`config.mk`:
```
export PLATFORM = sky130hd
export DESIGN_NAME = gf2m_inverse_ext_euclid
export DESIGN_NICKNAME = d
export VERILOG_FILES = /design/src/design/gf2i_pkg.sv /design/src/design/gf2i_datapath.sv /design/src/design/gf2i_ctrl.sv /design/src/design/gf2m_inverse_ext_euclid.sv
export SDC_FILE = /design/constraint.sdc
export NUM_CORES = 1
export LEC_CHECK = 0
export ABC_CLOCK_PERIOD_IN_PS = 3050
export BUFFER_PORTS_ARGS = -buffer_cell sky130_fd_sc_hd__buf_4
export CORE_MARGIN = 4
export CORE_UTILIZATION = 30
export DETAILED_ROUTE_END_ITERATION = 12
export HOLD_SLACK_MARGIN = 0.12
export PLACE_DENSITY_LB_ADDON = 0.25
export SETUP_SLACK_MARGIN = 0.05
export SYNTH_ARGS = -nofsm -noshare
export SYNTH_HDL_FRONTEND = slang
export SYNTH_SLANG_ARGS = --single-unit
```
`constraint.sdc`:
```
create_clock -name i_clk -period 3.05 [get_ports i_clk]
set_input_delay 0 -clock i_clk [delete_from_list [all_inputs] [get_ports i_clk]]
set_output_delay 0 -clock i_clk [all_outputs]
set_load 0.1 [all_outputs]
```
`src/design/gf2i_pkg.sv`:
```
// ----------------------------------------------------------------------------
// gf2i_pkg: shared types for the GF(2^m) extended Euclid inverter
// Controller states, datapath operations and status, and the modulus that
// the configuration register holds after reset.
// ----------------------------------------------------------------------------
package gf2i_pkg;

    // Modulus after reset: x^10 + x^3 + 1, truncated to the register width
    localparam logic [31:0] RESET_MODULUS = 32'd1033;

    typedef enum logic [1:0] {
        ST_IDLE,
        ST_NORM,
        ST_DIV,
        ST_DONE
    } t_state;

    typedef enum logic [2:0] {
        DP_HOLD,
        DP_LOAD,
        DP_NORM_SHIFT,
        DP_DIV_SHIFT,
        DP_DIV_SWAP
    } t_dp_op;

    typedef struct packed {
        logic rb_zero;
        logic rb_top;
    } t_dp_status;

endpackage

```
`src/design/gf2i_datapath.sv`:
```
// ----------------------------------------------------------------------------
// gf2i_datapath: remainder and cofactor shift registers
// Holds r_prev and r_curr left-aligned so the leading term sits in the top
// bit, and the cofactors w_prev and w_curr (the latter pre-shifted by the
// current quotient position). One quotient bit is resolved per cycle.
// ----------------------------------------------------------------------------
module gf2i_datapath #(
    parameter int DEGREE = 10
) (
    input  logic                  i_clk,
    input  gf2i_pkg::t_dp_op      i_op,
    input  logic [DEGREE-1:0]     i_modulus,
    input  logic [DEGREE-1:0]     i_operand,
    output gf2i_pkg::t_dp_status  o_status,
    output logic [DEGREE-1:0]     o_wa
);

    localparam int W = DEGREE + 1;

    logic [W-1:0] r_ra, r_rb, r_wa, r_wb;
    logic [W-1:0] n_ra, n_rb, n_wa, n_wb;
    logic [W-1:0] w_ra_sub, w_wa_sub;

    // Subtract the aligned divisor when the leading term of r_prev is set
    always_comb begin
        w_ra_sub = r_ra[W-1] ? (r_ra ^ r_rb) : r_ra;
        w_wa_sub = r_ra[W-1] ? (r_wa ^ r_wb) : r_wa;
    end

    always_comb begin
        n_ra = r_ra;
        n_rb = r_rb;
        n_wa = r_wa;
        n_wb = r_wb;
        unique case (i_op)
            gf2i_pkg::DP_LOAD: begin
                n_ra = {1'b1, i_modulus};
                n_rb = {1'b0, i_operand};
                n_wa = '0;
                n_wb = {{(W-1){1'b0}}, 1'b1};
            end
            gf2i_pkg::DP_NORM_SHIFT: begin
                // normalise r_curr; its cofactor moves with the quotient position
                n_rb = {r_rb[W-2:0], 1'b0};
                n_wb = {r_wb[W-2:0], 1'b0};
            end
            gf2i_pkg::DP_DIV_SHIFT: begin
                n_ra = {w_ra_sub[W-2:0], 1'b0};
                n_wa = w_wa_sub;
                n_wb = {1'b0, r_wb[W-1:1]};
            end
            gf2i_pkg::DP_DIV_SWAP: begin
                // last quotient bit: remainder becomes the new r_curr
                n_ra = r_rb;
                n_wa = r_wb;
                n_rb = w_ra_sub;
                n_wb = w_wa_sub;
            end
            gf2i_pkg::DP_HOLD: begin
            end
            default: begin
            end
        endcase
    end

    always_ff @(posedge i_clk) begin
        r_ra <= n_ra;
        r_rb <= n_rb;
        r_wa <= n_wa;
        r_wb <= n_wb;
    end

    assign o_status.rb_zero = (r_rb == '0);
    assign o_status.rb_top  = r_rb[W-1];
    assign o_wa             = r_wa[DEGREE-1:0];

endmodule

```
`src/design/gf2i_ctrl.sv`:
```
// ----------------------------------------------------------------------------
// gf2i_ctrl: sequencer for the inverter
// Steps the datapath through normalise and divide phases, tracking the
// degrees of r_prev and r_curr in two down counters.
// ----------------------------------------------------------------------------
module gf2i_ctrl #(
    parameter int DEGREE = 10
) (
    input  logic                  i_clk,
    input  logic                  i_rst_n,
    input  logic                  i_in_valid,
    output logic                  o_in_stall,
    input  gf2i_pkg::t_dp_status  i_status,
    input  logic                  i_out_free,
    output gf2i_pkg::t_dp_op      o_op,
    output logic                  o_finish,
    output logic                  o_gcd_one
);

    localparam int DW = $clog2(DEGREE + 1);

    gf2i_pkg::t_state r_state, n_state;
    logic [DW-1:0]    r_da, r_db, n_da, n_db;
    logic             w_deg_eq;

    assign w_deg_eq = (r_da == r_db);

    // Next state
    always_comb begin
        n_state = r_state;
        unique case (r_state)
            gf2i_pkg::ST_IDLE: begin
                if (i_in_valid) begin
                    n_state = gf2i_pkg::ST_NORM;
                end
            end
            gf2i_pkg::ST_NORM: begin
                priority if (i_status.rb_zero) begin
                    n_state = gf2i_pkg::ST_DONE;
                end else if (i_status.rb_top) begin
                    n_state = gf2i_pkg::ST_DIV;
                end
            end
            gf2i_pkg::ST_DIV: begin
                if (w_deg_eq) begin
                    n_state = gf2i_pkg::ST_NORM;
                end
            end
            gf2i_pkg::ST_DONE: begin
                if (i_out_free) begin
                    n_state = gf2i_pkg::ST_IDLE;
                end
            end
            default: begin
                n_state = gf2i_pkg::ST_IDLE;
            end
        endcase
    end

    // Outputs
    always_comb begin
        o_op       = gf2i_pkg::DP_HOLD;
        o_in_stall = 1'b1;
        o_finish   = 1'b0;
        unique case (r_state)
            gf2i_pkg::ST_IDLE: begin
                o_in_stall = 1'b0;
                if (i_in_valid) begin
                    o_op = gf2i_pkg::DP_LOAD;
                end
            end
            gf2i_pkg::ST_NORM: begin
                if (!i_status.rb_zero && !i_status.rb_top) begin
                    o_op = gf2i_pkg::DP_NORM_SHIFT;
                end
            end
            gf2i_pkg::ST_DIV: begin
                o_op = w_deg_eq ? gf2i_pkg::DP_DIV_SWAP : gf2i_pkg::DP_DIV_SHIFT;
            end
            gf2i_pkg::ST_DONE: begin
                o_finish = i_out_free;
            end
            default: begin
            end
        endcase
    end

    // Degree counters follow the datapath operation
    always_comb begin
        n_da = r_da;
        n_db = r_db;
        unique case (o_op)
            gf2i_pkg::DP_LOAD: begin
                n_da = DW'(DEGREE);
                n_db = DW'(DEGREE);
            end
            gf2i_pkg::DP_NORM_SHIFT: begin
                n_db = r_db - 1'b1;
            end
            gf2i_pkg::DP_DIV_SHIFT: begin
                n_da = r_da - 1'b1;
            end
            gf2i_pkg::DP_DIV_SWAP: begin
                n_da = r_db;
            end
            gf2i_pkg::DP_HOLD: begin
            end
            default: begin
            end
        endcase
    end

    always_ff @(posedge i_clk) begin
        if (!i_rst_n) begin
            r_state <= gf2i_pkg::ST_IDLE;
            r_da    <= '0;
            r_db    <= '0;
        end else begin
            r_state <= n_state;
            r_da    <= n_da;
            r_db    <= n_db;
        end
    end

    // Leading term of the final r_prev at x^0 means the gcd is 1
    assign o_gcd_one = (r_da == '0);

endmodule

```
`src/design/gf2m_inverse_ext_euclid.sv`:
```
// ----------------------------------------------------------------------------
// gf2m_inverse_ext_euclid: GF(2^DEGREE) inverse by extended Euclid
// Inverts a binary polynomial modulo the configured modulus polynomial.
// ----------------------------------------------------------------------------
// Usage:
//   Input channel (i_in_valid / o_in_stall / i_operand): one operand per item.
//   Output channel (o_out_valid / i_out_stall / o_inverse, o_inverse_exists):
//   one result item per operand, in order. o_inverse_exists is set when the
//   gcd with the modulus is 1; otherwise the inverse reads zero.
//   Config channel (i_cfg_valid / o_cfg_ready / i_cfg_data): writes the
//   modulus; bit DEGREE is always taken as set. Write only while idle.
// Timing:
//   One item at a time. Remainders and cofactors move one bit per cycle, so
//   the time from acceptance to the output register grows with the number
//   of shifts; a zero operand is the quickest case.
//   The next item is accepted as soon as the result sits in the output
//   register, even while the receiver stalls it.
// Reset:
//   Synchronous, active low. Clears control state and loads the modulus
//   x^10 + x^3 + 1. A stalled result holds until taken; the block then waits
//   in its final state with its next result.
// ----------------------------------------------------------------------------
module gf2m_inverse_ext_euclid #(
    parameter int DEGREE = 10
) (
    input  logic              i_clk,
    input  logic              i_rst_n,
    input  logic              i_in_valid,
    output logic              o_in_stall,
    input  logic [DEGREE-1:0] i_operand,
    output logic              o_out_valid,
    input  logic              i_out_stall,
    output logic [DEGREE-1:0] o_inverse,
    output logic              o_inverse_exists,
    input  logic              i_cfg_valid,
    output logic              o_cfg_ready,
    input  logic [DEGREE:0]   i_cfg_data
);

    logic [DEGREE-1:0]    r_modulus;
    logic                 r_out_valid;
    logic [DEGREE-1:0]    r_inverse;
    logic                 r_exists;

    gf2i_pkg::t_dp_op     w_op;
    gf2i_pkg::t_dp_status w_status;
    logic [DEGREE-1:0]    w_wa;
    logic                 w_finish;
    logic                 w_gcd_one;
    logic                 w_out_free;

    assign o_cfg_ready = 1'b1;

    // Only the low DEGREE bits are kept; the top coefficient is implied
    always_ff @(posedge i_clk) begin
        if (!i_rst_n) begin
            r_modulus <= DEGREE'(gf2i_pkg::RESET_MODULUS);
        end else if (i_cfg_valid && o_cfg_ready) begin
            r_modulus <= i_cfg_data[DEGREE-1:0];
        end
    end

    assign w_out_free = !r_out_valid || !i_out_stall;

    gf2i_ctrl #(
        .DEGREE (DEGREE)
    ) u_ctrl (
        .i_clk      (i_clk),
        .i_rst_n    (i_rst_n),
        .i_in_valid (i_in_valid),
        .o_in_stall (o_in_stall),
        .i_status   (w_status),
        .i_out_free (w_out_free),
        .o_op       (w_op),
        .o_finish   (w_finish),
        .o_gcd_one  (w_gcd_one)
    );

    gf2i_datapath #(
        .DEGREE (DEGREE)
    ) u_datapath (
        .i_clk     (i_clk),
        .i_op      (w_op),
        .i_modulus (r_modulus),
        .i_operand (i_operand),
        .o_status  (w_status),
        .o_wa      (w_wa)
    );

    // Output register: load on finish, drop valid once taken
    always_ff @(posedge i_clk) begin
        if (!i_rst_n) begin
            r_out_valid <= 1'b0;
        end else if (w_finish) begin
            r_out_valid <= 1'b1;
        end else if (!i_out_stall) begin
            r_out_valid <= 1'b0;
        end
    end

    always_ff @(posedge i_clk) begin
        if (w_finish) begin
            r_inverse <= w_gcd_one ? w_wa : '0;
            r_exists  <= w_gcd_one;
        end
    end

    assign o_out_valid      = r_out_valid;
    assign o_inverse        = r_inverse;
    assign o_inverse_exists = r_exists;

    // A result never overwrites one that is still waiting
    a_finish_free: assert property (@(posedge i_clk) disable iff (!i_rst_n)
        w_finish |-> (!r_out_valid || !i_out_stall))
        else $error("result loaded over a stalled item");

    // An accepted item keeps the input stalled while it is worked on
    a_busy_after_accept: assert property (@(posedge i_clk) disable iff (!i_rst_n)
        (i_in_valid && !o_in_stall) |=> o_in_stall)
        else $error("input not stalled after accepting an item");

    // No inverse without the flag
    a_zero_when_none: assert property (@(posedge i_clk) disable iff (!i_rst_n)
        (o_out_valid && !o_inverse_exists) |-> (o_inverse == '0))
        else $error("nonzero inverse with flag clear");

endmodule

```
==> impl_metrics.yaml <==
outcome:
  status: "finished, final reports clean"
detailed_routing:
  vias: 2825
  drc: 0
  drt_iter0_drc: 131
  viasPerCell: 4.68
  drtPass1Iterations: 4
  ant_nets: 0
  wirelength_um: 9190
  wl_per_cell_um: 15.2
critical_path:
  crit_fanout: 10
  endpoint_kind: "register"
  worst_setup_path_start_kind: "register"
  required_ns: 3.26
  path_class: "register to register"
  r2r-end: "u_ctrl.r_db[1]$_SDFFE_PN0P_"
  arrival_ns: 2.70
  cp-endpoint: "u_ctrl.r_db[1]$_SDFFE_PN0P_"
  r2r_setup_slack_ns: 0.56
  r2r_cells: 4
  startpoint: "u_datapath.r_rb[0]$_DFFE_PP_"
  rr_startpoint: "u_datapath.r_rb[0]$_DFFE_PP_"
grt:
  grt_pass1_vias: 2866
  antenna_found_initial: 0
  grt_overflow: 0
  grt_pass1_wl_um: 15200
  grt_usage: 0.132
  grt_max_degree: 30
cts:
  numCtsBuffers: 9
  clock-sinks: 76
  root_buffer: "clkbuf_16"
  htreeDepth: 3
  cts.clk_slew.worst_paths_ns: 0.06
  clockBufferDepth: 2
  cts_setup_buffers: 0
  clk_latency_ns: 0.33
  cts_tree: "yes"
  cts.repair.resized: 0
yosys:
  synthesis.area_um2: 3890
  yosysMostFrequentCell: "edfxtp_1"
  synth-edff-count: 55
  syn_nets: 376
  synth-simple-area-share: 0.147
  synth_commonest_cells: "edfxtp_1 (55), nand2_1 (48), mux2i_1 (32)"
  synth_fa_ha_area_frac: 0.00966
  synthXorXnorAreaFrac: 0.0608
  ys_types: 51
  synth_ff_type: "edfxtp_1"
  yosysWarnings: 0
  synth_mux_area_frac: 0.0911
  async_reset_ff_frac: 0
  synth_top_area_share: 0.425
  yosysSeqAreaShare: 0.533
  synth_top_family_by_area: "simple AND/OR/NAND/NOR gates"
  synth_seq_cells: 76
  syn_area_per_cell_um2: 11.2
  yosysTopAreaCell: "edfxtp_1"
  synth-compound-area-share: 0.119
  netlist_top_cells_area: "edfxtp_1 (42%), dfxtp_1 (11%), mux2i_1 (8.2%), nand2_1 (4.6%), xnor2_1 (4.1%)"
  netlist_instances: 347
power_and_ir_drop:
  internal_power_mw: 2.62
  peakVddDrop_mv: 0.292
  power_density_nw_per_um2: 784
  p_leak_nw: 2.00
  power.share.clock: 0.265
  p_switching_mw: 1.36
  p_sw_frac: 0.342
  combPwrFrac: 0.339
  p_seq_frac: 0.396
floorplanning:
  die-area_um2: 14800
  rows: 41
  core_um2: 12700
  die_h_um: 122
  die_x_um: 122
  io-pin-count: 40
  start_util: 0.307
placed_design:
  place_inst: 544
  place_congestion: 0.778
  hpwl_um: 5880
  port_buffers: 37
sta:
  hold_viol_final: 0
  period_minus_slack_ns: 2.49
  setup_viol: 0
  fin_worst_skew_ns: 0.00635
  maxSlewViolCount: 0
  fin_hold_ws_ns: 0.174
  fin_crit_sh: 0.818
  max_freq_mhz: 401
  tns_ns: 0
  worstMarginPinSlew_ns: 0.928
  slew_headroom: 0.381
  rsz0062_at_grt: "no"
hold_path:
  holdPathStages: 4
  holdCritPathClass: "primary input to register"
flow_run:
  cap_violations: 0
final_layout:
  nFillCells: 1239
  drive_above_1_share: 0.155
  ff_latch_area_um2: 2070
  n_antenna_cell: 0
  layout.nets: 456
  syn2layout_area_growth_pct: 30.8
  multi_input_comb_area_um2: 1670
  finalNonFillerCells: 604
[critical path, stage by stage (launching register included)]
cell	delay (ns)
edfxtp_1	0.43
or4_1	0.55
o31a_1	0.46
o311a_1	0.38
dlygate4sd3_1	0.56
[logic make-up after synthesis]
logic type,count (synthesis)
buf+inv,33
simple gates,113
fa+ha+maj,3
xor+xnor,27
compound gates,60
mux,34
flops,76
other cells,1
[sequential cells by signal, summed over array words and instances (netlist names)]
register	flops
o_inverse	10
o_inverse_exists	1
o_out_valid	1
r_modulus	10
u_ctrl.r_da	4
u_ctrl.r_db	4
u_ctrl.r_state	2
u_datapath.r_ra	11
u_datapath.r_rb	11
u_datapath.r_wa	11
u_datapath.r_wb	11
[power groups by stage]
| stage | Combinational, mW | Clock [mW] | Sequential, mW |
|---|---|---|---|
| 3_5_place_dp | 1.30 | 0 | 1.60 |
| 6_report | 1.35 | 1.06 | 1.58 |
| 2_1_floorplan | 0.979 | 0 | 1.58 |
| 4_1_cts | 1.36 | 1.08 | 1.58 |
| 5_1_grt | 1.49 | 1.13 | 1.61 |
| 3_3_place_gp | 1.29 | 0 | 1.59 |
[what timing repair did]
action,in CTS,in global routing
hold buffers,44,0
endpoints found under the setup margin,0,0
hold endpoints to repair,31,0
[area by class of cell]
class / instances / share of cell area
inverter: 11 / 0.00812
sequential: 76 / 0.407
clock buffer: 12 / 0.0485
clock inverter: 4 / 0.00959
timing repair buffer: 91 / 0.156
multi-input combinational: 238 / 0.328
tap: 172 / 0.0423
[per-layer routing]
| metal | GRT usage | part of all wire | vias up |
|---|---|---|---|
| li1 | - | - | 1408 |
| met1 | 0.178 | 0.48 | 1359 |
| met2 | 0.212 | 0.47 | 56 |
| met3 | 0.0297 | 0.039 | 2 |
| met4 | 0.0420 | 0.0069 | 0 |
| met5 | 0 | 0 | - |
[worst min-delay path by stage]
stage                     slack, ns           from                              to
final                          0.17     i_in_valid  u_ctrl.r_state[0]$_SDFFE_PN0P_
after global routing           0.19     i_in_valid  u_ctrl.r_state[0]$_SDFFE_PN0P_
after CTS                      0.17     i_in_valid  u_ctrl.r_state[0]$_SDFFE_PN0P_
after detailed placement       0.23  i_cfg_data[3]       r_modulus[3]$_SDFFE_PN1P_
after global placement         0.22  i_cfg_data[0]       r_modulus[0]$_SDFFE_PN1P_
after floorplan                0.13  i_cfg_data[3]       r_modulus[3]$_SDFFE_PN1P_
[through the flow]
| step | worst slack [ns] | total power, mW | area (um^2) | util |
|---|---|---|---|---|
| floorplan | 0.630 | 2.56 | 3890 | - |
| global placement | 0.631 | 2.88 | 4350 | 0.343 |
| detailed placement | 0.584 | 2.90 | 4350 | 0.343 |
| CTS | 0.554 | 4.02 | 5090 | 0.401 |
| global route | 0.432 | 4.23 | 5090 | 0.401 |
| finish | 0.556 | 3.99 | 5090 | 0.401 |
[placed cells by master, fill, tap and decap left out, types with 2 or more instances in the layout]
| cell | n |
|---|---|
| o21ai_1 | 16 |
| mux2i_1 | 32 |
| clkbuf_16 | 9 |
| nand2_1 | 48 |
| edfxtp_1 | 55 |
| or4_1 | 2 |
| nand4_1 | 2 |
| xor2_1 | 9 |
| a22o_1 | 8 |
| ha_1 | 3 |
| nor2_1 | 4 |
| nand2b_1 | 4 |
| nor2_2 | 2 |
| clkbuf_1 | 2 |
| dfxtp_1 | 21 |
| buf_4 | 47 |
| xnor2_1 | 18 |
| o2bb2ai_1 | 6 |
| o31ai_1 | 2 |
| a21boi_0 | 2 |
| nor2b_1 | 12 |
| and2_1 | 20 |
| nor3_1 | 3 |
| nand3_1 | 7 |
| a21oi_1 | 4 |
| dlygate4sd3_1 | 44 |
| a221o_1 | 9 |
| or2_1 | 2 |
| nor3b_1 | 2 |
| a21boi_1 | 2 |
| inv_1 | 11 |
No activity file was read; power rests on OpenSTA's default activity.
